==> src/rtl/local_window_autocorrelation_core_defines.svh <==
// Assertion macros for the local window autocorrelation core.
// Used by modules that check their own logic; needs clk_i and rst_ni in scope.
`ifndef LOCAL_WINDOW_AUTOCORRELATION_CORE_DEFINES_SVH
`define LOCAL_WINDOW_AUTOCORRELATION_CORE_DEFINES_SVH

// condition holds at every edge out of reset
`define LWAC_ASSERT(lbl, cond, msg) \
  lbl: assert property (@(posedge clk_i) disable iff (!rst_ni) (cond)) else $error(msg);

// consequent holds in the cycle after the antecedent
`define LWAC_ASSERT_NEXT(lbl, pre, post, msg) \
  lbl: assert property (@(posedge clk_i) disable iff (!rst_ni) (pre) |=> (post)) \
    else $error(msg);

`endif

==> src/rtl/lwac_pkg.sv <==
// Shared types, constants and a small helper function of the window autocorrelation core.
// No dependencies.
`timescale 1ns / 1ps

package lwac_pkg;

  localparam int unsigned MAX_WINDOW = 15;
  localparam int unsigned W_W        = 4;
  localparam int unsigned CELL_W     = 16;
  localparam int unsigned SUM_W      = 25;
  localparam int unsigned SQ_W       = 39;
  localparam int unsigned AD_W       = 41;
  localparam int unsigned EDGE_W     = 23;
  localparam int unsigned WIDE_W     = 72;
  localparam int unsigned MB_W       = 32;
  localparam int unsigned QUO_W      = 11;
  localparam int unsigned RES_W      = 9;

  localparam logic [1:0]     REG_WINDOW_SIZE = 2'd0;
  localparam logic [W_W-1:0] WINDOW_RESET    = 4'd3;
  localparam logic [W_W-1:0] WINDOW_MIN      = 4'd2;

  typedef struct packed {
    logic [W_W-1:0]           w;
    logic signed [SUM_W-1:0]  s;
    logic [SQ_W-1:0]          q;
    logic signed [AD_W-1:0]   ad;
    logic signed [EDGE_W-1:0] e;
  } win_sums_t;

  typedef enum logic [5:0] {
    ST_IDLE = 6'b000001,
    ST_LOAD = 6'b000010,
    ST_MUL  = 6'b000100,
    ST_FIX  = 6'b001000,
    ST_DIV  = 6'b010000,
    ST_OUT  = 6'b100000
  } back_state_e;

  typedef enum logic [2:0] {
    OP_SS    = 3'd0,
    OP_NQ    = 3'd1,
    OP_DEN   = 3'd2,
    OP_T3    = 3'd3,
    OP_T4    = 3'd4,
    OP_T5    = 3'd5,
    OP_T6    = 3'd6,
    OP_SCALE = 3'd7
  } mul_op_e;

  function automatic logic [11:0] w_cube(input logic [W_W-1:0] w);
    logic [11:0] r;
    r = 12'(w) * 12'(w) * 12'(w);
    return r;
  endfunction

endpackage

==> src/rtl/lwac_queue.sv <==
// Two-entry queue of finished window sums between front and back end.
// Depends on lwac_pkg.
`timescale 1ns / 1ps

module lwac_queue (
  input  logic                clk_i,
  input  logic                rst_ni,
  input  logic                push_i,
  input  lwac_pkg::win_sums_t data_i,
  output logic                full_o,
  input  logic                pop_i,
  output logic                empty_o,
  output lwac_pkg::win_sums_t data_o
);

  lwac_pkg::win_sums_t mem_q [2];
  logic       wp_q, rp_q;
  logic [1:0] cnt_q;

  assign full_o  = (cnt_q == 2'd2);
  assign empty_o = (cnt_q == 2'd0);
  assign data_o  = mem_q[rp_q];

  always_ff @(posedge clk_i) begin
    if (push_i && !full_o) begin
      mem_q[wp_q] <= data_i;
    end
  end

  always_ff @(posedge clk_i or negedge rst_ni) begin
    if (!rst_ni) begin
      wp_q  <= 1'b0;
      rp_q  <= 1'b0;
      cnt_q <= '0;
    end else begin
      if (push_i && !full_o) wp_q <= ~wp_q;
      if (pop_i && !empty_o) rp_q <= ~rp_q;
      cnt_q <= cnt_q + 2'((push_i && !full_o) ? 1 : 0) - 2'((pop_i && !empty_o) ? 1 : 0);
    end
  end

endmodule

==> config.mk <==
export PLATFORM = sky130hd
export DESIGN_NAME = lwac_queue
export DESIGN_NICKNAME = d
export VERILOG_FILES = /design/src/rtl/local_window_autocorrelation_core_defines.svh /design/src/rtl/lwac_pkg.sv /design/src/rtl/lwac_queue.sv
export SDC_FILE = /design/constraint.sdc
export NUM_CORES = 1
export LEC_CHECK = 0
export ABC_AREA = 1
export BUFFER_PORTS_ARGS = -buffer_cell sky130_fd_sc_hd__buf_2
export CAP_MARGIN = 20
export CORE_MARGIN = 2
export CORE_UTILIZATION = 30
export CTS_CLUSTER_DIAMETER = 80
export DETAILED_ROUTE_END_ITERATION = 8
export PLACE_DENSITY_LB_ADDON = 0.12
export SYNTH_ARGS = -nofsm -noshare
export SYNTH_HDL_FRONTEND = slang
export SYNTH_SLANG_ARGS = --single-unit
==> constraint.sdc <==
create_clock -name clk_i -period 7.5 [get_ports clk_i]
set_input_delay 2.25 -clock clk_i [delete_from_list [all_inputs] [get_ports clk_i]]
set_output_delay 2.25 -clock clk_i [all_outputs]
set_load 0.01 [all_outputs]
; ---- Word level (Yosys, flattened, before mapping)
; Memories as Yosys holds them, arrays and structs flattened.
; Cells that the tools add are included.
[word_totals]
n_memories = 1
inputBits = 136
output_inout_bits = 134
wordCells = 18
ram_bits = 264
regBits = 4
[mem_list]
columns = name, depth, width, rd, rd_ports_with_merged_regs, wr, line
row1 = mem_q, 2, 132, 1, 0, 1, lwac_queue.sv:16  ; lwac_pkg::win_sums_t mem_q [2];
[op_classes]
add_sub_neg = 2
reduce_logical = 5
eq_ne = 1
muxes = 4
bitwise_logic = 2
[ops]
columns = cell, count
row1 = $mux W1, 4
row2 = $add A2 B1 Y2, 1
row3 = $eq A2 B2 Y1 const B, 1
row4 = $logic_and A1 B1 Y1, 2
row5 = $logic_not A1 Y1, 2
row6 = $logic_not A2 Y1, 1
row7 = $not A1 Y1, 2
row8 = $sub A2 B1 Y2, 1

; ---- Depth between registers and ports, before layout
; Gate-level depths: netlist (run 1).
[logic_depth]
word_depth = 6
depth_mapped = 10
mapped_depth_nobuf = 10

; ---- Least setup slack after synthesis (run 1)
; No wires, ideal clock.
[synth_timing]
path_kind = input to register
startpoint = input port push_i
endpoint = memory mem_q[1][0] (netlist bit), enable pin
setup_ns = 0.624
setup_slack_ns = -0.941
cell_stages = 2
path_buffers = 0
required_ns = 6.876
arrival_time_ns = 7.817
cell_sequence = nand2_1 -> nor2_1
[synth_via]
elab_chain_cells = 3
[synth_rtl]
columns = item, line
row1 = "start, declared", lwac_queue.sv:8  ; input logic push_i,
row2 = $logic_and A1 B1 Y1, lwac_queue.sv:25  ; if (push_i && !full_o) begin
row3 = $mux W1, lwac_queue.sv:25
row4 = $mux W1 (implied by the code), lwac_queue.sv:26  ; mem_q[wp_q] <= data_i;
row5 = "end, declared", lwac_queue.sv:16
; Every way passes these cells.

==> impl_metrics.tcl, run 1 <==
set metrics [dict create \
    final_antenna_net_count 0 \
    place_ws_ns 2.91 \
    tritoncts "done" \
    gp_congestion 0.702 \
    totalWireLength_um 23100 \
    cts_hold_buf 0 \
    grt_max_degree 133 \
    syn_inst 723 \
    crit_top_cell "nand2_1" \
    ys_warn_count 0 \
    path_clk_slew_ns 0.06 \
    fin_crit_ns 5.10 \
    synth_nets 861 \
    power_density_nw_per_um2 399 \
    setup_viol 0 \
    slew_viol_final 0 \
    synthXorXnorAreaFrac_pct 0 \
    combPwrFrac_pct 29.8 \
    ys_types 11 \
    drcViolationCount 0 \
    synth.avg_cell_area_sq_um 13.6 \
    synth_mux_area_share_pct 0 \
    crit_type "reg2out" \
    placedInstanceArea_sq_um 11600 \
    synth_top_family_by_area "simple AND/OR/NAND/NOR gates" \
    clock_sinks 268 \
    synthAdderAreaFrac_pct 0.254 \
    rsz0062_at_grt "false" \
    fp-row-count 66 \
    hold_viol 0 \
    crit_family "buffers and inverters" \
    r2r-start "cnt_q[1]$_DFF_PN0_" \
    cp_cell_sequence "buf_4 > nand2_1 > nand2_1 > buf_2" \
    post_cts_buffers 0 \
    layout_setup_ws_ns 2.40 \
    status "finished clean" \
    setup_tns_ns 0 \
    seq_power_share_pct 43.4 \
    holdPathEnd "wp_q$_DFFE_PN0P_" \
    power_switching_mw 1.70 \
    r2r_cells 4 \
    grt_pass1_vias 6048 \
    rrSetupSlack_ns 5.12 \
    dieHeight_um 185 \
    io_buffers 269 \
    clkPwrFrac_pct 26.7 \
    slew_headroom_pct 32.4 \
    hpwl_um 14200 \
    firstDrtPassIters 4 \
    crit_required_ns 5.25 \
    finalCritPeriodShare_pct 68.0 \
    start_util_pct 30.4 \
    cp-end-kind "primary output" \
    hold_class "reg2reg" \
    synth_compound_area_share_pct 0 \
    p_total_mw 5.00 \
    clock_path_buffers 3 \
    critPathBufInv 2 \
    worstMarginPinSlew_ns 1.01 \
    die_x_um 185 \
    irDropWorstVdd_mv 0.161 \
    syn2layout_area_growth_pct 27.1 \
    overflow 0 \
    fp.coreArea_sq_um 32500 \
    track_usage_pct 13.0 \
    ys_seq_area_share_pct 81.3 \
    drive_above_1_share_pct 31.1 \
    syn_area_sq_um 9870 \
    hold_depth 2 \
    critPathLaunchType "register" \
    cts_buffers 30 \
    root_buffer "clkbuf_16" \
    design_area_sq_um 12500 \
    antenna_found_initial 1 \
    synthSimpleGateAreaFrac_pct 15.7 \
    fmax_ghz 0.196 \
    clk_latency_ns 0.55 \
    cap_violations 0 \
    final_nets 1138 \
    die_area_sq_um 34400 \
    hp-start "wp_q$_DFFE_PN0P_" \
    leakage_nw 5.34 \
    grt_pass1_wl_um 34000 \
    cpMaxStageDelayCell "dfrtp_4" \
    switching_share_pct 33.9 \
    synth_seq_cells 268 \
    first_iter_violations 243 \
    fin_worst_skew_ns 0.0145 \
    reg2reg_to "mem_q[0][37]$_DFFE_PP_" \
    num_vias 6071 \
    htreeDepth 1 \
    wl_per_cell_um 15.8 \
    via_per_inst 4.15 \
    crit_fanout 77 \
    cts_resized 0 \
    max_stage_delay_ns 0.87 \
    crit_arrival_ns 2.85 \
    p_int_mw 3.30 \
    num_io_pins 270 \
]
-- worst max path at each step --
| stage | from | endpoint | cells after the start |
|---|---|---|---|
| finish | rp_q$_DFFE_PN0P_ | data_o[49] | 4 |
| global route | rp_q$_DFFE_PN0P_ | data_o[49] | 4 |
| detailed placement | rp_q$_DFFE_PN0P_ | data_o[49] | 4 |
| floorplan | push_i | mem_q[1][0]$_DFFE_PP_ | 2 |
| global placement | rp_q$_DFFE_PN0P_ | data_o[50] | 5 |
| CTS | rp_q$_DFFE_PN0P_ | data_o[49] | 4 |
-- tightest hold or removal path: cells and delay by family, from the launching register on --
kind             cells  cell delay, ns
AND/OR/NAND/NOR      2            0.10
flip-flops           1            0.34
-- routing by layer --
metal / global-route usage (%) / part of all wire [%]
met5: 0 / 0
met4: 3.71 / 1.9
met3: 3.42 / 6.8
met2: 22.3 / 50
met1: 15.9 / 41
-- power by group through the flow --
stage	clock network (mW)	logic (mW)	registers, mW
floorplan	0	0.946	2.17
global placement	0	1.53	2.21
detailed placement	0	1.55	2.21
CTS	1.39	1.55	2.18
global route	1.45	1.69	2.21
finish	1.34	1.49	2.17
-- flip-flops by register name, indices dropped and copies added (netlist names) --
| signal | count |
|---|---|
| wp_q | 1 |
| mem_q | 264 |
| rp_q | 1 |
| cnt_q | 2 |
-- cell usage in the layout (no fill, tap or decap) --
| master | instances |
|---|---|
| clkinv_1 | 9 |
| buf_4 | 3 |
| buf_16 | 1 |
| clkbuf_16 | 31 |
| clkbuf_1 | 4 |
| bufinv_16 | 1 |
| edfxtp_1 | 264 |
| dfrtp_1 | 3 |
| clkinvlp_4 | 3 |
| clkinv_2 | 5 |
| diode_2 | 1 |
| inv_1 | 9 |
| buf_12 | 1 |
| nand2_1 | 409 |
| nand3_1 | 3 |
| nor2_4 | 1 |
| dfrtp_4 | 1 |
| inv_6 | 1 |
| inv_4 | 1 |
| ha_1 | 2 |
| buf_2 | 269 |
-- Yosys cell counts, drive strengths merged --
cell type	number	area share (%)
nand2	409	16
nor2	1	0.038
dfrtp	4	1.0
buf	29	2.2
edfxtp	264	80
inv	11	0.44
ha	2	0.25
nand3	3	0.15
-- layout make-up --
type,count,area (sq um)
Fill cell,3142,19900
Timing Repair Buffer,274,1420
Tap cell,442,553
Inverter,11,48.8
Clock buffer,35,791
Sequential cell,268,8030
Clock inverter,18,111
Multi-Input combinational cell,415,1590
Antenna cell,1,2.50
-- through the flow --
step | std cells | utilization, % | hold slack, ns
after floorplan | 723 | - | 0.442
after global placement | 1409 | 35.8 | 0.456
after global routing | 1463 | 38.6 | 0.531
after CTS | 1463 | 38.6 | 0.484
after detailed placement | 1410 | 35.9 | 0.469
final | 1464 | 38.6 | 0.472
-- cells by family (layout without fill, tap and decap cells) --
group / after synthesis / in the layout
DFF: 268 / 268
adders and majority gates: 2 / 2
and+or+nand+nor: 413 / 413
buffers and inverters: 40 / 338
other: 0 / 1
Power figures use the tool's default switching activity.
==> run 2: changes to the inputs <==
Clock period 7.5 ns to 4.5 ns, I/O delays scaled along.
==> run 2 against run 1 <==
Hold slack improved by 0.0014 ns. Clock power increased by 84%. Flip-flop and latch count unchanged. Critical path depth increased by 1. Sequential power increased by 64%. Combinational power increased by 73%. Critical endpoint is now data_o[26].
==> impl_metrics.tcl, run 2 (synthesis results as in run 1) <==
set metrics [dict create \
    slew_headroom_pct 50.6 \
    cap_violations 0 \
    setup_tns_ns 0 \
    crit_arrival_ns 2.27 \
    hold_class "reg2reg" \
    regMostFlops "mem_q" \
    cp_cell_sequence "inv_4 > buf_12 > nand2_1 > nand2_1 > buf_2" \
    via_per_inst 4.09 \
    max_stage_delay_ns 0.60 \
    path_clk_slew_ns 0.06 \
    die_x_um 185 \
    hpwl_um 14300 \
    cts_hold_buf 0 \
    leakage_nw 5.42 \
    htreeDepth 1 \
    placed_cells 1413 \
    wl_per_cell_um 15.5 \
    crit_type "reg2out" \
    irDropWorstVdd_mv 0.343 \
    top_regs "mem_q: 264 flops, cnt_q: 2 flops" \
    crit_required_ns 3.15 \
    layout_commonest_cell "nand2_1" \
    root_buffer "clkbuf_16" \
    drive_above_1_share_pct 31.3 \
    fin_crit_ns 3.62 \
    antenna_found_initial 5 \
    grt_pass1_wl_um 33200 \
    clock_sinks 268 \
    highest_layer "met5" \
    dr_wl_met3_um 1970 \
    largest_register_ffs 264 \
    post_cts_buffers 0 \
    crit_fanout 53 \
    fin_hold_ws_ns 0.473 \
    clock_path_buffers 3 \
    track_usage_pct 12.7 \
    status "finished clean" \
    hold_viol 0 \
    critPathLaunchType "register" \
    start_util_pct 30.4 \
    power_density_nw_per_um2 676 \
    slew_viol_final 0 \
    first_iter_violations 312 \
    fin_worst_skew_ns 0.0122 \
    reg2reg_to "mem_q[1][104]$_DFFE_PP_" \
    rsz0062_at_grt "false" \
    crit_top_cell "nand2_1" \
    cts_buffers 30 \
    dieHeight_um 185 \
    hold_depth 2 \
    grt_max_degree 68 \
    firstDrtPassIters 5 \
    fp-row-count 66 \
    rrSetupSlack_ns 2.44 \
    r2r_cells 4 \
    setup_viol 0 \
    fp.coreArea_sq_um 32500 \
    overflow 0 \
    worstMarginPinSlew_ns 0.741 \
    dr_wl_met2_um 10800 \
    r2r-start "cnt_q[1]$_DFF_PN0_" \
    hp-start "wp_q$_DFFE_PN0P_" \
    cp-end-kind "primary output" \
    place_ws_ns 1.32 \
    gp_congestion 0.725 \
    num_vias 6022 \
    grt_pass1_vias 5778 \
    final_nets 1141 \
    num_io_pins 270 \
    layout_common_cells "nand2_1, buf_2, edfxtp_1" \
    totalWireLength_um 22800 \
    wl_met1_um 9510 \
    final_antenna_net_count 0 \
    drcViolationCount 0 \
    finalCritPeriodShare_pct 80.4 \
    stdcell_count 1473 \
    cts_resized 0 \
    syn2layout_area_growth_pct 28.7 \
    fmax_ghz 0.277 \
    die_area_sq_um 34400 \
    io_buffers 269 \
    layout_setup_ws_ns 0.884 \
    cpMaxStageDelayCell "dfrtp_4" \
    clk_latency_ns 0.55 \
    holdPathEnd "wp_q$_DFFE_PN0P_" \
    tritoncts "done" \
]
==> run 2: worst max path at each step <==
stage | startpoint | endpoint | depth (start not counted)
after floorplan | push_i | mem_q[0][0]$_DFFE_PP_ | 2
after global placement | rp_q$_DFFE_PN0P_ | data_o[98] | 5
after detailed placement | rp_q$_DFFE_PN0P_ | data_o[98] | 5
after CTS | rp_q$_DFFE_PN0P_ | data_o[98] | 5
after global routing | rp_q$_DFFE_PN0P_ | data_o[16] | 5
final | rp_q$_DFFE_PN0P_ | data_o[26] | 5
==> run 2: where the power goes <==
part | switching [mW] | internal (mW) | total (mW)
logic | 1.75 | 0.828 | 2.58
registers | 0.147 | 3.40 | 3.55
clock network | 0.930 | 1.53 | 2.46
==> run 2: critical path: cells and delay by family, from the launching register on <==
family	cells	cell delay [ns]
DFF	1	0.60
buffers and inverters	3	0.93
and+or+nand+nor	2	0.15
==> run 2: layout make-up <==
type / instances / area (sq um)
well taps: 442 / 553
fillers: 3152 / 19800
multi-input cells: 415 / 1590
diodes: 5 / 12.5
flip-flops and latches: 268 / 8030
clock inverters: 18 / 204
clock buffers: 37 / 798
repair buffers: 277 / 1470
inverters: 11 / 48.8
==> run 2: metrics by stage <==
stage	power, mW	instance area, sq um	utilization, %
floorplan	5.18	9880	-
global placement	6.28	11700	36.0
detailed placement	6.29	11700	36.0
CTS	8.79	12700	39.1
global route	9.15	12700	39.1
finish	8.59	12700	39.1
==> run 2: layer usage <==
| metal | up-vias | GRT usage, % |
|---|---|---|
| met5 | - | 0 |
| met4 | 2 | 3.84 |
| met3 | 36 | 4.05 |
| met2 | 198 | 20.6 |
| met1 | 2779 | 16.3 |
| li1 | 3007 | - |
