### src/rtl/local_window_autocorrelation_core_defines.svh
// Assertion macros for the local window autocorrelation core.
// Used by modules that check their own logic; needs clk_i and rst_ni in scope.
`ifndef LOCAL_WINDOW_AUTOCORRELATION_CORE_DEFINES_SVH
`define LOCAL_WINDOW_AUTOCORRELATION_CORE_DEFINES_SVH

// condition holds at every edge out of reset
`define LWAC_ASSERT(lbl, cond, msg) \
  lbl: assert property (@(posedge clk_i) disable iff (!rst_ni) (cond)) else $error(msg);

// consequent holds in the cycle after the antecedent
`define LWAC_ASSERT_NEXT(lbl, pre, post, msg) \
  lbl: assert property (@(posedge clk_i) disable iff (!rst_ni) (pre) |=> (post)) \
    else $error(msg);

`endif

### src/rtl/lwac_pkg.sv
// Shared types, constants and a small helper function of the window autocorrelation core.
// No dependencies.
`timescale 1ns / 1ps

package lwac_pkg;

  localparam int unsigned MAX_WINDOW = 15;
  localparam int unsigned W_W        = 4;
  localparam int unsigned CELL_W     = 16;
  localparam int unsigned SUM_W      = 25;
  localparam int unsigned SQ_W       = 39;
  localparam int unsigned AD_W       = 41;
  localparam int unsigned EDGE_W     = 23;
  localparam int unsigned WIDE_W     = 72;
  localparam int unsigned MB_W       = 32;
  localparam int unsigned QUO_W      = 11;
  localparam int unsigned RES_W      = 9;

  localparam logic [1:0]     REG_WINDOW_SIZE = 2'd0;
  localparam logic [W_W-1:0] WINDOW_RESET    = 4'd3;
  localparam logic [W_W-1:0] WINDOW_MIN      = 4'd2;

  typedef struct packed {
    logic [W_W-1:0]           w;
    logic signed [SUM_W-1:0]  s;
    logic [SQ_W-1:0]          q;
    logic signed [AD_W-1:0]   ad;
    logic signed [EDGE_W-1:0] e;
  } win_sums_t;

  typedef enum logic [5:0] {
    ST_IDLE = 6'b000001,
    ST_LOAD = 6'b000010,
    ST_MUL  = 6'b000100,
    ST_FIX  = 6'b001000,
    ST_DIV  = 6'b010000,
    ST_OUT  = 6'b100000
  } back_state_e;

  typedef enum logic [2:0] {
    OP_SS    = 3'd0,
    OP_NQ    = 3'd1,
    OP_DEN   = 3'd2,
    OP_T3    = 3'd3,
    OP_T4    = 3'd4,
    OP_T5    = 3'd5,
    OP_T6    = 3'd6,
    OP_SCALE = 3'd7
  } mul_op_e;

  function automatic logic [11:0] w_cube(input logic [W_W-1:0] w);
    logic [11:0] r;
    r = 12'(w) * 12'(w) * 12'(w);
    return r;
  endfunction

endpackage

### src/rtl/lwac_front.sv
// Front end: takes cells, keeps row delay line and per-window running sums.
// Depends on lwac_pkg; hands finished window sums to the queue.
`timescale 1ns / 1ps

module lwac_front (
  input  logic                                 clk_i,
  input  logic                                 rst_ni,
  input  logic                                 clr_i,
  input  logic [lwac_pkg::W_W-1:0]             w_i,
  input  logic                                 push,
  output logic                                 full,
  input  logic signed [lwac_pkg::CELL_W-1:0]   cell_value_i,
  input  logic                                 q_full_i,
  output logic                                 q_push_o,
  output lwac_pkg::win_sums_t                  q_data_o
);

  logic signed [lwac_pkg::CELL_W-1:0] dly_q [lwac_pkg::MAX_WINDOW];
  logic signed [lwac_pkg::CELL_W-1:0] prev_q;
  logic [lwac_pkg::W_W-1:0] col_q, col_d, row_q, row_d;
  logic col_last, row_last, acc_in, stall;

  logic                  s1_valid_q, s1_valid_d, s1_last_q;
  logic signed [15:0]    s1_cell_q;
  logic [30:0]           s1_sq_q;
  logic signed [32:0]    s1_ad_q;
  logic signed [18:0]    s1_edge_q;
  logic signed [31:0]    ph, pv;
  logic signed [18:0]    edge_c, cext;

  logic signed [lwac_pkg::SUM_W-1:0]  sum_q, sum_n;
  logic [lwac_pkg::SQ_W-1:0]          sq_q, sq_n;
  logic signed [lwac_pkg::AD_W-1:0]   ad_q, ad_n;
  logic signed [lwac_pkg::EDGE_W-1:0] e_q, e_n;

  always_comb begin
    col_last = (col_q == w_i - 4'd1);
    row_last = (row_q == w_i - 4'd1);
    stall    = s1_valid_q & s1_last_q & q_full_i;
    full     = stall;
    acc_in   = push & ~full;
    q_push_o = s1_valid_q & s1_last_q & ~q_full_i;
    s1_valid_d = acc_in | stall;
    ph = (col_q != '0) ? cell_value_i * prev_q : 32'sd0;
    pv = (row_q != '0) ? cell_value_i * dly_q[col_q] : 32'sd0;
    cext = 19'(cell_value_i);
    edge_c = ((col_q == '0) ? cext : 19'sd0) + (col_last ? cext : 19'sd0)
           + ((row_q == '0) ? cext : 19'sd0) + (row_last ? cext : 19'sd0);
    col_d = col_q;
    row_d = row_q;
    if (acc_in) begin
      if (!col_last) begin
        col_d = col_q + 4'd1;
      end else begin
        col_d = '0;
        row_d = row_last ? '0 : row_q + 4'd1;
      end
    end
    sum_n = sum_q + lwac_pkg::SUM_W'(s1_cell_q);
    sq_n  = sq_q + lwac_pkg::SQ_W'(s1_sq_q);
    ad_n  = ad_q + lwac_pkg::AD_W'(s1_ad_q);
    e_n   = e_q + lwac_pkg::EDGE_W'(s1_edge_q);
    q_data_o.w  = w_i;
    q_data_o.s  = sum_n;
    q_data_o.q  = sq_n;
    q_data_o.ad = ad_n;
    q_data_o.e  = e_n;
  end

  always_ff @(posedge clk_i) begin
    if (acc_in) begin
      dly_q[col_q] <= cell_value_i;
      prev_q       <= cell_value_i;
      s1_cell_q    <= cell_value_i;
      s1_sq_q      <= 31'(cell_value_i * cell_value_i);
      s1_ad_q      <= 33'(ph) + 33'(pv);
      s1_edge_q    <= edge_c;
      s1_last_q    <= col_last & row_last;
    end
  end

  always_ff @(posedge clk_i or negedge rst_ni) begin
    if (!rst_ni) begin
      col_q      <= '0;
      row_q      <= '0;
      s1_valid_q <= 1'b0;
      sum_q      <= '0;
      sq_q       <= '0;
      ad_q       <= '0;
      e_q        <= '0;
    end else if (clr_i) begin
      col_q      <= '0;
      row_q      <= '0;
      s1_valid_q <= 1'b0;
      sum_q      <= '0;
      sq_q       <= '0;
      ad_q       <= '0;
      e_q        <= '0;
    end else begin
      col_q      <= col_d;
      row_q      <= row_d;
      s1_valid_q <= s1_valid_d;
      if (s1_valid_q && !stall) begin
        if (s1_last_q) begin
          sum_q <= '0;
          sq_q  <= '0;
          ad_q  <= '0;
          e_q   <= '0;
        end else begin
          sum_q <= sum_n;
          sq_q  <= sq_n;
          ad_q  <= ad_n;
          e_q   <= e_n;
        end
      end
    end
  end

endmodule

### config.mk
export PLATFORM = sky130hd
export DESIGN_NAME = lwac_front
export DESIGN_NICKNAME = d
export VERILOG_FILES = /design/src/rtl/local_window_autocorrelation_core_defines.svh /design/src/rtl/lwac_pkg.sv /design/src/rtl/lwac_front.sv
export SDC_FILE = /design/constraint.sdc
export NUM_CORES = 2
export LEC_CHECK = 0
export ABC_AREA = 0
export CAP_MARGIN = 10
export CORE_MARGIN = 3
export CORE_UTILIZATION = 42
export DETAILED_ROUTE_END_ITERATION = 10
export DONT_BUFFER_PORTS = 1
export GPL_TIMING_DRIVEN = 0
export PLACE_DENSITY = 0.54
export SETUP_SLACK_MARGIN = 0.2
export SLEW_MARGIN = 15
export SYNTH_ARGS = -nofsm -noshare
export SYNTH_HDL_FRONTEND = slang
export SYNTH_SLANG_ARGS = --single-unit
### constraint.sdc
create_clock -name clk_i -period 10.78 [get_ports clk_i]
set_input_delay 0 -clock clk_i [delete_from_list [all_inputs] [get_ports clk_i]]
set_output_delay 0 -clock clk_i [all_outputs]
set_load 0.02 [all_outputs]
* Word-level counts from Yosys, hierarchy flattened
Memories as Yosys holds them, arrays and structs flattened.
Index checks and enable logic that the tools add are counted.
** Cells by class
- Order comparisons :: 0
- Shift-type cells :: 0
- Reductions and logical operators :: 10
- Mux-type cells :: 28
- $mul :: 3
- Equality and inequality tests :: 2
- Divide/modulo/power cells :: 0
- $add $sub $neg :: 11
- Bitwise operators :: 8
** Operators with widths (number)
- 41-bit 2-to-1 mux :: 3
- 39-bit 2-to-1 mux :: 3
- 19-bit 2-to-1 mux :: 4
- 25-bit 2-to-1 mux :: 3
- 23-bit 2-to-1 mux :: 3
- 16-bit by 16-bit multiplier with 32-bit output :: 2
- 32-bit 2-to-1 mux :: 2
- 19-bit adder :: 3
- 41-bit by 33-bit adder with 41-bit output :: 1
- 39-bit by 31-bit adder with 39-bit output :: 1
- 32-bit by 32-bit adder with 33-bit output :: 1
- 16-bit by 16-bit multiplier with 31-bit output :: 1
- 4-bit 2-to-1 mux :: 7
- 25-bit by 16-bit adder with 25-bit output :: 1
- 23-bit by 19-bit adder with 23-bit output :: 1
- 4-bit by 1-bit adder with 4-bit output (second input constant) :: 2
- 4-bit equality test :: 2
- 4-bit zero test :: 2
- 4-bit nonzero test :: 2
- 2-bit nonzero test :: 3
- 1-bit bitwise AND :: 5
- 4-bit by 1-bit subtractor with 4-bit output (second input constant) :: 1
- 1-bit 2-to-1 mux :: 3
- 1-bit NOT :: 2
- 4 further kinds :: 4
** Storage, ports and cells
- Output and inout bits :: 134
- Bits in registers :: 237
- Bits in latches :: 0
- Bits in read-only memories :: 0
- RAM bits :: 240
- Memories kept :: 1
- Input bits :: 25
** Memories
- dly_q :: words 15, width 16, rd ports 1, clocked after memory_dff 0, write ports 1, line lwac_front.sv:18 : logic signed [lwac_pkg::CELL_W-1:0] dly_q [lwac_pkg::MAX_WINDOW];

* Depth between registers and ports, before layout
- Depth in word-level cells :: 6
- Depth in mapped cells :: 41
- Gate-level depth less buffers :: 37

* Worst setup path after synthesis
OpenSTA, ideal clock, no wires.
- Path kind :: flip-flop to flip-flop
- Start :: register col_q[0] in the netlist's numbering
- End :: register s1_ad_q[31], data pin
- Arrival :: 9.238 ns
- Path buffers :: 3
- Slack :: 1.285 ns
- Stages on the path, launching flop included :: 36
- Period minus slack after synthesis :: 9.495 ns
- Path through :: dfrtp_1 buf_2 buf_1 mux4_2 mux4_2 clkbuf_1 and2_1 fa_1 inv_1 fa_1 fa_1 inv_1 fa_1 fa_1 inv_1 fa_1 inv_1 ha_1 a21o_1 a21o_1 a21o_1 a21oi_1 o21bai_1 a21oi_1 xor2_1 nor2_1 ha_1 a21o_1 a2111oi_0 a31oi_1 o41ai_1 o21ai_1 a31oi_1 o21bai_1 a21oi_1 xnor2_1
** Between the ends
- Longest elaborated chain between the ends :: 4
- Elaborated cells on any way between the ends :: 6
- Classes of those cells :: add/sub (1); mul (1); mux (2); reduce/logical (1); memory (1)
** RTL lines
- from (decl) :: line lwac_front.sv:20 : logic [lwac_pkg::W_W-1:0] col_q, col_d, row_q, row_d;
- from (signal assigned) :: line lwac_front.sv:100 : col_q <= col_d;
- memory 15 x 16 bit
- 16-bit by 16-bit multiplier with 32-bit output :: line lwac_front.sv:45 : pv = (row_q != '0) ? cell_value_i * dly_q[col_q] : 32'sd0;
- 32-bit 2-to-1 mux :: line lwac_front.sv:45
- 32-bit by 32-bit adder with 33-bit output (*) :: line lwac_front.sv:76 : s1_ad_q <= 33'(ph) + 33'(pv);
- to (signal assigned) :: line lwac_front.sv:76
- to (decl) :: line lwac_front.sv:26 : logic signed [32:0] s1_ad_q;
Every way passes the cells marked *; elsewhere a longest branch is shown, timed or not.
A chain may end at the register's enable or synchronous reset.

* Final worst setup path
Same ends and word-level chain as after synthesis.

==> results by group <==
Run status
  • Outcome: completed

STA
  • Setup WS post-layout: 0.525 ns
  • Final Cycle Share: 0.951
  • Unrepaired setup endpoints after global routing: true
  • Max-slew violation count: 0
  • Max Fclk: 97.5 MHz
  • Setup Viol. Count Final: 0
  • Fin Clk Skew: between 0.08 and 0.09 ns
  • Slew @ Worst Pin: around 1.3 ns
  • Tmin final: slightly above 10 ns
  • Slew Limit Headroom: 0.130
  • Hold Vio Cnt, Final: 0

Worst setup path
  • Critical Path Start Type: flop
  • RR Endpoint: s1_ad_q[31]
  • FF-to-FF path depth: 35
  • Critical path's most frequent cell: fa_1
  • Critical Path RT: between 10 and 15 ns
  • Critical-path top delay cell: mux4_2
  • Crit Path Category: reg2reg
  • Max FO, Critical Path: 10
  • Setup crit end kind: flop
  • Worst path arrival time: approximately 11 ns
  • Reg2Reg Setup Slack: approximately 0.52 ns
  • Worst reg2reg path startpoint: col_q[0]
  • CP max stage delay: between 0.5 and 0.6 ns

CTS
  • TritonCTS buffer count: 56
  • Worst-Skew Late Latency: approximately 0.7 ns
  • H-tree levels: 2
  • TritonCTS clock tree: built
  • Max clock buf depth: 3
  • Reg clk slew, reported paths: roughly 0.070 ns
  • Clock sink count: between 400 and 500
  • Root Buffer: clkbuf_16

Floorplan
  • Row count: ~130
  • Starting Density: 0.426
  • # IOs: 159
  • Chip height: ~370 um
  • Core ar.: between 0.1 and 0.15 mm^2
  • Die area: 0.135 mm^2
  • Die Span X: between 300 and 400 um

Placement
  • RD Place Congestion: between 0.9 and 1
  • Setup WS pre-CTS: -1.30 ns
  • Port bufs: 0
  • HPWL Detailed: around 130 mm

Yosys
  • Synth async-reset ratio: 0.288
  • Number of synthesized flops with an enable pin: between 300 and 400
  • Library cells used by synthesis: a little over 80
  • Post-Syn Instances: between 5000 and 6000
  • Syn Area/Cell: approximately 10 um^2
  • Synthesized Nets: around 6500
  • Post-synthesis cell area: 0.0548 mm^2
  • Count of state elements after synthesis: between 400 and 500
  • Synth Flop Type: edfxtp_1
  • Part of the Yosys area used for sequential elements: 0.248
  • Warning count from the yosys run: 0

Global routing
  • Initial antenna violation count: 18
  • Number of global-route vias before repair: 40353
  • Global-route wire length before repair: 252 mm
  • Total Routing Usage GR: 0.248
  • GRT overflow: 0
  • Largest net degree at the start of global routing: 138

Detailed routing
  • Routed vias: roughly 39000
  • WL per Instance: 23.0 um
  • Antenna-violating nets left: 0
  • WL final: 166 mm
  • Via density: 5.38
  • DR iter-0 viols: roughly 2700
  • DRC Markers: 0
  • TritonRoute pass-1 iters: 5

Finish
  • Layout cells sized above 1: 0.0537
  • Area Growth Syn to Fin: 9.09%
  • # nets final: ~6700
  • Fill cells: ~12000
  • Multi-input gate area: 0.0371 mm^2
  • Most common cell after layout, fill and taps aside: inv_1
  • Most frequent cells in the layout: 950 x inv_1, 793 x fa_1, 496 x nand2_1
  • FF/Latch Area: approximately 0.014 mm^2

Min path
  • HP Class: in2reg
  • Hold Path End: col_q[0]
  • Worst hold path startpoint: w_i[2]
  • Hold Crit Depth: 6

Run
  • Max-cap violations: 0
==> worst max-delay path, delay by kind of cell (launching register included) <==
| kind | cells | cell delay [ns] |
|---|---|---|
| multiplexers | 2 | 1.13 |
| adder cells (fa/ha/maj) | 8 | 3.74 |
| AND/OR/NAND/NOR | 3 | 0.34 |
| flip-flops | 1 | 0.41 |
| AO/OA/AOI/OAI | 12 | 2.59 |
| buffers and inverters | 8 | 1.16 |
| XOR/XNOR | 2 | 0.54 |
==> cells by family after synthesis <==
logic type,synth area share
and+or+nand+nor,0.116
adders and majority gates,0.387
buffers and inverters,0.0796
AOI/OAI and AO/OA,0.0977
DFF,0.248
xor gates and xnor gates,0.0435
muxes,0.0286
==> worst max-delay path by stage <==
stage	start	slack [ns]	cells after the start	end
after global routing	col_q[0]	0.11	37	s1_ad_q[31]
after floorplan	col_q[0]	1.28	35	s1_ad_q[31]
after global placement	col_q[3]	-1.24	36	s1_ad_q[31]
after detailed placement	col_q[1]	-1.30	36	s1_ad_q[28]
after CTS	col_q[0]	0.20	33	s1_ad_q[28]
final	col_q[0]	0.52	35	s1_ad_q[31]
==> metal layers <==
layer  track usage  part of all wire
met5             0           0.00023
met4        0.0798             0.036
met3        0.0498             0.083
met2         0.395              0.45
met1         0.339              0.43
==> registers in the layout (all words and copies together) (netlist names) <==
signal / flops
ad_q: 41
col_q: 4
dly_q: 240
e_q: 23
row_q: 4
s1_ad_q: 33
s1_cell_q: 16
s1_edge_q: 19
s1_last_q: 1
s1_sq_q: 29
s1_valid_q: 1
sq_q: 39
sum_q: 25
==> per-stage QoR <==
stage                     setup TNS, ns  instances  utilization  hold slack (ns)  area [um^2]
after floorplan                       0       5304            -           -0.296        54800
after global placement           -11.28       7033        0.443           -0.290        56900
after detailed placement         -12.13       7045        0.445           -0.289        57200
after CTS                             0       7178        0.463          0.00707        59500
after global routing                  0       7188        0.465           0.0517        59700
final                                 0       7191        0.465           0.0414        59700
==> timing repair <==
action                                  4_1_cts  5_1_grt
hold buffers                                 26        0
resized for setup                            38       51
hold endpoints to repair                    433        0
cloned                                        0        0
pin swaps                                     1        5
endpoints found under the setup margin       14       10
buffers inserted                              1        8
==> synthesized netlist by cell type, types with 15 or more instances <==
master	count	area share
a21o_1	104	0.014
nor2b_1	31	0.0035
and2_1	310	0.035
or2_2	15	0.0017
and3_1	28	0.0032
a22o_1	117	0.019
inv_1	950	0.065
nor2_1	217	0.015
clkbuf_1	180	0.012
nand2b_1	41	0.0047
a21oi_1	201	0.018
o21ai_0	129	0.012
ha_1	423	0.097
o21bai_1	26	0.0036
nor3_1	51	0.0047
a31oi_1	35	0.0040
nand3_1	50	0.0046
mux4_2	61	0.025
fa_1	793	0.29
mux2i_1	16	0.0029
dfrtp_1	137	0.063
o211ai_1	16	0.0022
xor2_1	72	0.012
or3_1	21	0.0024
a211oi_1	31	0.0042
edfxtp_1	338	0.19
nand2_1	496	0.034
xnor2_1	200	0.032
o21a_1	26	0.0036
==> layout make-up <==
type / instances / share of cell area
Timing Repair Buffer: 47 / 0.00813
Tap cell: 1729 / 0.0362
Sequential cell: 475 / 0.227
Buffer: 201 / 0.0147
Multi-Input combinational cell: 3676 / 0.621
Inverter: 952 / 0.0599
Clock inverter: 34 / 0.00764
Clock buffer: 72 / 0.0251
Antenna cell: 5 / 0.000209
Power is left out: the tool's default activity adds up to more than one toggle a clock period on the data nets, which glitch-free logic cannot reach.
