==> src/rtl/local_window_autocorrelation_core_defines.svh <==
// Assertion macros for the local window autocorrelation core.
// Used by modules that check their own logic; needs clk_i and rst_ni in scope.
`ifndef LOCAL_WINDOW_AUTOCORRELATION_CORE_DEFINES_SVH
`define LOCAL_WINDOW_AUTOCORRELATION_CORE_DEFINES_SVH

// condition holds at every edge out of reset
`define LWAC_ASSERT(lbl, cond, msg) \
  lbl: assert property (@(posedge clk_i) disable iff (!rst_ni) (cond)) else $error(msg);

// consequent holds in the cycle after the antecedent
`define LWAC_ASSERT_NEXT(lbl, pre, post, msg) \
  lbl: assert property (@(posedge clk_i) disable iff (!rst_ni) (pre) |=> (post)) \
    else $error(msg);

`endif

==> src/rtl/lwac_pkg.sv <==
// Shared types, constants and a small helper function of the window autocorrelation core.
// No dependencies.
`timescale 1ns / 1ps

package lwac_pkg;

  localparam int unsigned MAX_WINDOW = 15;
  localparam int unsigned W_W        = 4;
  localparam int unsigned CELL_W     = 16;
  localparam int unsigned SUM_W      = 25;
  localparam int unsigned SQ_W       = 39;
  localparam int unsigned AD_W       = 41;
  localparam int unsigned EDGE_W     = 23;
  localparam int unsigned WIDE_W     = 72;
  localparam int unsigned MB_W       = 32;
  localparam int unsigned QUO_W      = 11;
  localparam int unsigned RES_W      = 9;

  localparam logic [1:0]     REG_WINDOW_SIZE = 2'd0;
  localparam logic [W_W-1:0] WINDOW_RESET    = 4'd3;
  localparam logic [W_W-1:0] WINDOW_MIN      = 4'd2;

  typedef struct packed {
    logic [W_W-1:0]           w;
    logic signed [SUM_W-1:0]  s;
    logic [SQ_W-1:0]          q;
    logic signed [AD_W-1:0]   ad;
    logic signed [EDGE_W-1:0] e;
  } win_sums_t;

  typedef enum logic [5:0] {
    ST_IDLE = 6'b000001,
    ST_LOAD = 6'b000010,
    ST_MUL  = 6'b000100,
    ST_FIX  = 6'b001000,
    ST_DIV  = 6'b010000,
    ST_OUT  = 6'b100000
  } back_state_e;

  typedef enum logic [2:0] {
    OP_SS    = 3'd0,
    OP_NQ    = 3'd1,
    OP_DEN   = 3'd2,
    OP_T3    = 3'd3,
    OP_T4    = 3'd4,
    OP_T5    = 3'd5,
    OP_T6    = 3'd6,
    OP_SCALE = 3'd7
  } mul_op_e;

  function automatic logic [11:0] w_cube(input logic [W_W-1:0] w);
    logic [11:0] r;
    r = 12'(w) * 12'(w) * 12'(w);
    return r;
  endfunction

endpackage

==> src/rtl/lwac_back.sv <==
// Back end: shift-add multiplier and restoring divider evaluate one window.
// Depends on lwac_pkg and the assertion macro header; holds the result register.
`timescale 1ns / 1ps
`include "local_window_autocorrelation_core_defines.svh"

module lwac_back (
  input  logic                                clk_i,
  input  logic                                rst_ni,
  input  logic                                q_empty_i,
  input  lwac_pkg::win_sums_t                 q_data_i,
  output logic                                q_pop_o,
  output logic                                empty,
  input  logic                                pop,
  output logic signed [lwac_pkg::RES_W-1:0]   autocorr_percent_o,
  output logic                                zero_variance_o
);

  localparam int unsigned WW = lwac_pkg::WIDE_W;

  lwac_pkg::back_state_e st_q, st_d;
  lwac_pkg::mul_op_e     op_q;
  lwac_pkg::win_sums_t   win_q;

  logic [WW-1:0] a_q, acc_q, acc_d, addend;
  logic [lwac_pkg::MB_W-1:0] b_q;
  logic [4:0] mcnt_q;
  logic [3:0] dcnt_q;
  logic [WW-1:0] s2_q, nq_q, den_q, t3_q, t4_q, t5_q, t6_q, mag_q, rem_q, dsh_q;
  logic signed [WW-1:0] num;
  logic [WW-1:0] a_ld;
  logic [lwac_pkg::MB_W-1:0] b_ld;
  logic [lwac_pkg::QUO_W-1:0] quo_q;
  logic neg_q, zv_q, out_valid_q, slot_free;
  logic [lwac_pkg::QUO_W-1:0] clamp;
  logic [lwac_pkg::RES_W-1:0] res;
  logic [lwac_pkg::MB_W-1:0] k32;

  assign empty   = ~out_valid_q;
  assign q_pop_o = (st_q == lwac_pkg::ST_IDLE) & ~q_empty_i;
  assign slot_free = ~out_valid_q | pop;
  assign k32 = lwac_pkg::MB_W'({win_q.w - 4'd1, 1'b0});

  always_comb begin
    unique case (op_q)
      lwac_pkg::OP_SS: begin
        a_ld = WW'(win_q.s);
        b_ld = lwac_pkg::MB_W'(win_q.s);
      end
      lwac_pkg::OP_NQ: begin
        a_ld = WW'(win_q.q);
        b_ld = lwac_pkg::MB_W'(16'(win_q.w) * 16'(win_q.w));
      end
      lwac_pkg::OP_DEN: begin
        a_ld = nq_q - s2_q;
        b_ld = k32;
      end
      lwac_pkg::OP_T3: begin
        a_ld = (WW'(win_q.s) << 2) - WW'(win_q.e);
        b_ld = lwac_pkg::MB_W'(win_q.s);
      end
      lwac_pkg::OP_T4: begin
        a_ld = t3_q;
        b_ld = lwac_pkg::MB_W'(win_q.w);
      end
      lwac_pkg::OP_T5: begin
        a_ld = WW'(win_q.ad);
        b_ld = lwac_pkg::MB_W'(lwac_pkg::w_cube(win_q.w));
      end
      lwac_pkg::OP_T6: begin
        a_ld = s2_q;
        b_ld = k32;
      end
      lwac_pkg::OP_SCALE: begin
        a_ld = mag_q;
        b_ld = 32'd100;
      end
      default: begin
        a_ld = '0;
        b_ld = '0;
      end
    endcase
  end

  always_comb begin
    if (!b_q[0]) addend = '0;
    else if (mcnt_q == 5'd31) addend = ~a_q + WW'(1);
    else addend = a_q;
    acc_d = acc_q + addend;
    num = $signed(t5_q) - $signed(t4_q) + $signed(t6_q);
    if (neg_q) clamp = (quo_q > 11'd256) ? 11'd256 : quo_q;
    else clamp = (quo_q > 11'd255) ? 11'd255 : quo_q;
    res = neg_q ? 9'(~clamp + 11'd1) : 9'(clamp);
  end

  always_comb begin
    st_d = st_q;
    unique case (st_q)
      lwac_pkg::ST_IDLE: if (!q_empty_i) st_d = lwac_pkg::ST_LOAD;
      lwac_pkg::ST_LOAD: st_d = lwac_pkg::ST_MUL;
      lwac_pkg::ST_MUL: begin
        if (mcnt_q == 5'd31) begin
          if (op_q == lwac_pkg::OP_T6) st_d = lwac_pkg::ST_FIX;
          else if (op_q == lwac_pkg::OP_SCALE) st_d = lwac_pkg::ST_DIV;
          else st_d = lwac_pkg::ST_LOAD;
        end
      end
      lwac_pkg::ST_FIX: st_d = (den_q == '0) ? lwac_pkg::ST_OUT : lwac_pkg::ST_LOAD;
      lwac_pkg::ST_DIV: if (dcnt_q == '0) st_d = lwac_pkg::ST_OUT;
      lwac_pkg::ST_OUT: if (slot_free) st_d = lwac_pkg::ST_IDLE;
      default: st_d = lwac_pkg::ST_IDLE;
    endcase
  end

  always_ff @(posedge clk_i) begin
    unique case (st_q)
      lwac_pkg::ST_IDLE: begin
        win_q <= q_data_i;
        zv_q  <= 1'b0;
      end
      lwac_pkg::ST_LOAD: begin
        a_q    <= a_ld;
        b_q    <= b_ld;
        acc_q  <= '0;
        mcnt_q <= '0;
      end
      lwac_pkg::ST_MUL: begin
        acc_q  <= acc_d;
        a_q    <= {a_q[WW-2:0], 1'b0};
        b_q    <= {1'b0, b_q[lwac_pkg::MB_W-1:1]};
        mcnt_q <= mcnt_q + 5'd1;
        if (mcnt_q == 5'd31) begin
          unique case (op_q)
            lwac_pkg::OP_SS:  s2_q  <= acc_d;
            lwac_pkg::OP_NQ:  nq_q  <= acc_d;
            lwac_pkg::OP_DEN: den_q <= acc_d;
            lwac_pkg::OP_T3:  t3_q  <= acc_d;
            lwac_pkg::OP_T4:  t4_q  <= acc_d;
            lwac_pkg::OP_T5:  t5_q  <= acc_d;
            lwac_pkg::OP_T6:  t6_q  <= acc_d;
            lwac_pkg::OP_SCALE: begin
              rem_q  <= acc_d;
              dsh_q  <= {den_q[WW-11:0], 10'b0};
              dcnt_q <= 4'd10;
              quo_q  <= '0;
            end
            default: ;
          endcase
        end
      end
      lwac_pkg::ST_FIX: begin
        neg_q <= num[WW-1];
        mag_q <= num[WW-1] ? WW'(-num) : WW'(num);
        zv_q  <= (den_q == '0);
      end
      lwac_pkg::ST_DIV: begin
        if (rem_q >= dsh_q) begin
          rem_q <= rem_q - dsh_q;
          quo_q <= {quo_q[lwac_pkg::QUO_W-2:0], 1'b1};
        end else begin
          quo_q <= {quo_q[lwac_pkg::QUO_W-2:0], 1'b0};
        end
        dsh_q  <= {1'b0, dsh_q[WW-1:1]};
        dcnt_q <= dcnt_q - 4'd1;
      end
      lwac_pkg::ST_OUT: begin
        if (slot_free) begin
          autocorr_percent_o <= zv_q ? 9'sd100 : $signed(res);
          zero_variance_o    <= zv_q;
        end
      end
      default: ;
    endcase
  end

  always_ff @(posedge clk_i or negedge rst_ni) begin
    if (!rst_ni) begin
      st_q        <= lwac_pkg::ST_IDLE;
      op_q        <= lwac_pkg::OP_SS;
      out_valid_q <= 1'b0;
    end else begin
      st_q <= st_d;
      if (st_q == lwac_pkg::ST_IDLE) begin
        op_q <= lwac_pkg::OP_SS;
      end else if (st_q == lwac_pkg::ST_MUL && mcnt_q == 5'd31
                   && op_q != lwac_pkg::OP_SCALE) begin
        op_q <= lwac_pkg::mul_op_e'(op_q + 3'd1);
      end
      if (st_q == lwac_pkg::ST_OUT && slot_free) out_valid_q <= 1'b1;
      else if (pop) out_valid_q <= 1'b0;
    end
  end

  `LWAC_ASSERT(a_div_nonzero, (st_q != lwac_pkg::ST_DIV) || (den_q != '0), "divide by zero")
  `LWAC_ASSERT_NEXT(a_out_hold, (st_q == lwac_pkg::ST_OUT) && out_valid_q && !pop, st_q == lwac_pkg::ST_OUT, "result slot overwritten")
  `LWAC_ASSERT_NEXT(a_start, (st_q == lwac_pkg::ST_IDLE) && !q_empty_i, (st_q == lwac_pkg::ST_LOAD) && (op_q == lwac_pkg::OP_SS), "window start lost")
  `LWAC_ASSERT_NEXT(a_pop_idle, q_pop_o, st_q != lwac_pkg::ST_IDLE, "queue popped twice")

endmodule

==> config.mk <==
export PLATFORM = sky130hd
export DESIGN_NAME = lwac_back
export DESIGN_NICKNAME = d
export VERILOG_FILES = /design/src/rtl/lwac_pkg.sv /design/src/rtl/lwac_back.sv
export VERILOG_INCLUDE_DIRS = /design/src /design/src/rtl
export SDC_FILE = /design/constraint.sdc
export NUM_CORES = 2
export LEC_CHECK = 0
export BUFFER_PORTS_ARGS = -buffer_cell sky130_fd_sc_hd__buf_2
export CAP_MARGIN = 0
export CORE_MARGIN = 2
export CORE_UTILIZATION = 40
export CTS_BUF_LIST = sky130_fd_sc_hd__clkbuf_16
export CTS_CLUSTER_DIAMETER = 60
export DETAILED_ROUTE_END_ITERATION = 8
export RECOVER_POWER = 100
export SYNTH_ARGS = -nofsm -noshare
export SYNTH_HDL_FRONTEND = slang
export SYNTH_SLANG_ARGS = --single-unit
==> constraint.sdc <==
create_clock -name clk_i -period 11.3 [get_ports clk_i]
set_input_delay 1.695 -clock clk_i [delete_from_list [all_inputs] [get_ports clk_i]]
set_output_delay 1.695 -clock clk_i [all_outputs]
set_load 0.01 [all_outputs]
# == Yosys cells after proc, flatten, opt, wreduce, memory -nomap -nowiden ==
# Index checks and enable logic that the tools add are counted.
# classes
n_addsub,13
multipliers,3
n_reduce_logical,24
eq_ne,21
n_bitwise,6
magnitude_cmp,3
muxes,40
# op_table
cell,count
$pmux 72 s2,4
$pmux 72 s8,1
$mux 72,7
$sub 72x72->72,3
$pmux 32 s6,1
$add 72x72->72,2
$add 72x1->72 const B,1
$ge 72x72->1,1
$logic_not 72->1,1
$neg 72->72,1
$not 72->72,1
$mux 71,1
$pmux 32 s2,1
$mux 9,4
$pmux 6 s6,1
$mux 6,5
$sub 27x23->28,1
$reduce_and 3->1,8
$mux 11,2
$pmux 11 s2,1
$mul 4x4->8,2
$eq 3x3->1 const B,4
$mul 8x4->12,1
$gt 11x8->1 const B,1
other kinds (35),55
# word_totals
inputBits,136
output_inout_bits,12
wordCells,139
register_bits,1070

# == Logic depth before layout (Yosys ltp) ==
# depth
word_depth,8
depth_mapped,28
mapped_depth_nobuf,27

# == Worst setup path before layout ==
# Ideal clock, no wire load.
# synth_timing
kind,reg2reg
from,register st_q[5]
to,register st_q[5]
path_slack_ns,0.933
synth_period_minus_slack_ns,10.367
required_time_ns,11.217
path_buffers,0
arrival_time_ns,10.285
setup_time_ns,0.083
stages_incl_launch_ff,7
path_cell_list,dfrtp_1 nor2_1 nand2_1 a21oi_1 or3_1 nand2_1 o22ai_1
# synth_between
elab_chain_cells,3
elab_cells_between_ends,12
# synth_rtl
item,line,text
start: declaration,lwac_back.sv:20,"lwac_pkg::back_state_e st_q, st_d;"
start signal: assignment,lwac_back.sv:177,st_q <= lwac_pkg::ST_IDLE;
start signal: assignment,lwac_back.sv:181,st_q <= st_d;
$eq 6x5->1 (tied with other cells),lwac_back.sv:97,unique case (st_q)
$ne 2x2->1 (no line) or $ne 2x1->1 (tied branches),--,
$reduce_and 4->1 (no line),--,
# Parallel ways exist; a longest one is shown, timed or not.
# A chain may end at the register's enable or synchronous reset.

# == Worst setup path in the final report ==
# layout_timing
from,register op_q[2]
to,register rem_q[2] (enable)
# layout_between
elab_chain_cells,3
# layout_rtl
item,line,text
start: declaration,lwac_back.sv:21,lwac_pkg::mul_op_e op_q;
start signal: assignment,lwac_back.sv:178,op_q <= lwac_pkg::OP_SS;
start signal: assignment,lwac_back.sv:183,op_q <= lwac_pkg::OP_SS;
start signal: assignment,lwac_back.sv:186,op_q <= lwac_pkg::mul_op_e'(op_q + 3'd1);
$eq 3x3->1,lwac_back.sv:132,unique case (op_q)
$ne 2x2->1 (no line),--,
$reduce_and 4->1 (no line),--,
end signal: assignment,lwac_back.sv:157,rem_q <= rem_q - dsh_q;
end: declaration,lwac_back.sv:28,"logic [WW-1:0] s2_q, nq_q, den_q, t3_q, t4_q, t5_q, t6_q, mag_q, rem_q, dsh_q;"
# No other way between the ends.

==> impl_metrics.toml <==
[power_and_ir_drop]
ir_drop_mv = 0.181
p_per_area_nw_per_um2 = 201
combPwrFrac = 0.293
finalPower_uw = 14400
seq_power_share = 0.409
p_leak_uw = 0.0278
p_int_uw = 9270
p_sw_uw = 5080
p_clk_frac = 0.299
swShare = 0.354

[drt]
wl_per_cell_um = 22.1
drc = 0
firstDrtPassIters = 9
drt_wl_total_um = 186000
viasPerCell = 5.67
route.vias.total = 47700
first_iter_violations = 4780
final_antenna_net_count = 0

[floorplan]
die_h_um = 405
rows = 147
core_area_um2 = 160000
initial_utilization = 0.401
die-area_um2 = 164000
boundaryPins = 148
die_x_um = 405

[placed_design]
hpwl_um = 140000
placed_area_um2 = 67300
place_congestion = 0.923
pre_cts_ws_ns = 3.66
io_buffers = 147
dp_cells = 8161

[setup_path]
startpoint = "op_q[2]$_DFFE_PN0P_"
crit_required_ns = 11.61
worst-r2r-cell-count = 4
worstPathMaxFanout = 50
critPathCaptureType = "flip-flop"
r2r_slack_ns = 2.08
path_class = "flip-flop to flip-flop"
worstReg2RegStart = "op_q[2]$_DFFE_PN0P_"
cp-start-kind = "flip-flop"
cp.arrival_ns = 9.53
rr_endpoint = "rem_q[2]$_DFFE_PP_"

[cts]
cts.sinks = 1070
path_clk_slew_ns = 0.06
cts_hold_buffers = 0
cts_buffers = 136
clk_latency_ns = 0.79
cts_tree = "built"
cts_max_level = 4
cts_setup_buffers = 0
post_cts_resized = 0
cts-root-buf = "clkbuf_16"
clockBufferDepth = 3

[logic_synthesis]
synth_top_area_share = 0.496
syn_inst = 6107
synth_flop_cell = "edfxtp_1"
postSynthNetCount = 6671
async_reset_ff_frac = 0.00935
synth_area_leaders = "edfxtp_1, ha_1, xnor2_1"
syn_area_per_cell_um2 = 10.5
yosysSeqAreaShare = 0.500
yosysUniqueCellTypes = 106
synth.cell_area_um2 = 64200
yosys_warnings = 0
synth_edf_count = 1060
yosys.area.top_type = "edfxtp_1"
ys_ff_latch = 1070

[sta]
finalClockSkew_ns = 0.0313
hold_violations = 0
post-route-period-util = 0.816
finalSetupTns_ns = 0
max_slew_margin = -2.07
drv_slew = 1579
fmax_ghz = 0.109
worst_pin_slew_ns = 4.60
setup_ws_ns = 2.08
rsz0062_at_grt = "false"
finalCriticalPeriod_ns = 9.22
setup_viol = 0

[finish]
layout_common_cells = "edfxtp_1, inv_1, nand2_1"
final_area_um2 = 71400
layout.filler_cells = 15000
fin_nets = 6777
layout_commonest_cell = "edfxtp_1"
drive_gt1_frac = 0.0743
syn_to_final_growth_pct = 11.2
final_cells = 8414
largest_reg_flops = 132
top_register = "win_q"

[global_route]
grt_pass1_vias = 46100
grt_max_degree = 172
grtUsageTotal = 0.226
grt-ovfl-total = 0
grt_first_pass_wirelength_um = 281000
antenna_found_initial = 7

[run_status]
violations = "capacitance limit, slew limit"
status = "finished, violations left"

[worst_hold_path]
hold_class = "flip-flop to flip-flop"
whs_path_depth = 2
whs_endpoint = "b_q[12]$_DFFE_PP_"
worstHoldStart = "b_q[13]$_DFFE_PP_"

[flow_run]
max-cap-violations = 40
-- per-layer routing --
metal  up-vias  wire length [µm]  GRT usage  share of wire
li1      22500                 -          -              -
met1     23200             86600      0.335           0.47
met2      1768             80300      0.342           0.43
met3       259             14100     0.0311          0.076
met4         0              5100     0.0670          0.027
met5         -                 0          0              0
-- kinds of logic (layout without fill, tap and decap cells) --
| logic type | Yosys count | count (layout) | share of synthesized area |
|---|---|---|---|
| buffers and inverters | 856 | 1072 | 0.0502 |
| AOI/OAI and AO/OA | 1610 | 1610 | 0.163 |
| DFF | 1070 | 1070 | 0.500 |
| xor gates and xnor gates | 422 | 422 | 0.0578 |
| adders and majority gates | 428 | 428 | 0.0931 |
| other | 0 | 5 | 0 |
| muxes | 54 | 54 | 0.00931 |
| and+or+nand+nor | 1667 | 1667 | 0.127 |
-- worst max-delay path by stage --
stage	end	depth (start not counted)
4_1_cts	rem_q[65]$_DFFE_PP_	25
5_1_grt	rem_q[7]$_DFFE_PP_	4
3_5_place_dp	rem_q[65]$_DFFE_PP_	25
6_report	rem_q[2]$_DFFE_PP_	4
2_1_floorplan	st_q[5]$_DFFE_PN0P_	6
3_3_place_gp	rem_q[65]$_DFFE_PP_	24
-- Yosys cell counts, types with 40 or more instances --
master and instances:
xnor2_1 279, nand4_1 84, mux2_2 46, edfxtp_1 1060, a21oi_1 429, and2_1 165, ha_1 345, nand3_1 111
o21bai_1 72, nor4_1 51, nand2b_1 50, o31ai_1 43, nor2b_1 40, o21a_1 46, xor2_1 141, a222oi_1 70
or3_1 48, inv_1 610, nor2_1 360, nand2_1 530, clkbuf_1 222, fa_1 83, o21ai_0 386, a31oi_1 61
nor3_1 88, a21o_1 204
-- layout make-up --
class / instances / area (µm²) / area share
Multi-Input combinational cell: 4181 / 28900 / 0.405
Sequential cell: 1070 / 32100 / 0.449
Clock buffer: 138 / 3450 / 0.0484
Antenna cell: 5 / 12.5 / 0.000175
Tap cell: 2086 / 2610 / 0.0366
Clock inverter: 110 / 996 / 0.0140
Inverter: 612 / 2300 / 0.0322
Timing Repair Buffer: 212 / 1030 / 0.0144
-- per-stage QoR --
stage               hold slack, ns   util
floorplan                    0.424      -
global placement             0.491  0.421
detailed placement           0.504  0.421
CTS                          0.517  0.449
global route                 0.536  0.446
finish                       0.514  0.446
-- worst max-delay path: stages, from the launching register on --
cell	delay, ns
dfrtp_1	0.60
clkbuf_1	2.54
ha_1	2.00
a41o_1	1.14
clkbuf_1	2.33
-- power by group through the flow --
stage | combinational [µW] | clock, µW | sequential [µW]
after CTS | 4220 | 4370 | 5800
after global placement | 4140 | 0 | 5860
after floorplan | 2580 | 0 | 5800
after detailed placement | 4200 | 0 | 5870
final | 4200 | 4280 | 5860
after global routing | 4610 | 4520 | 5900
Note: power is estimated with default switching activity, not from simulation.
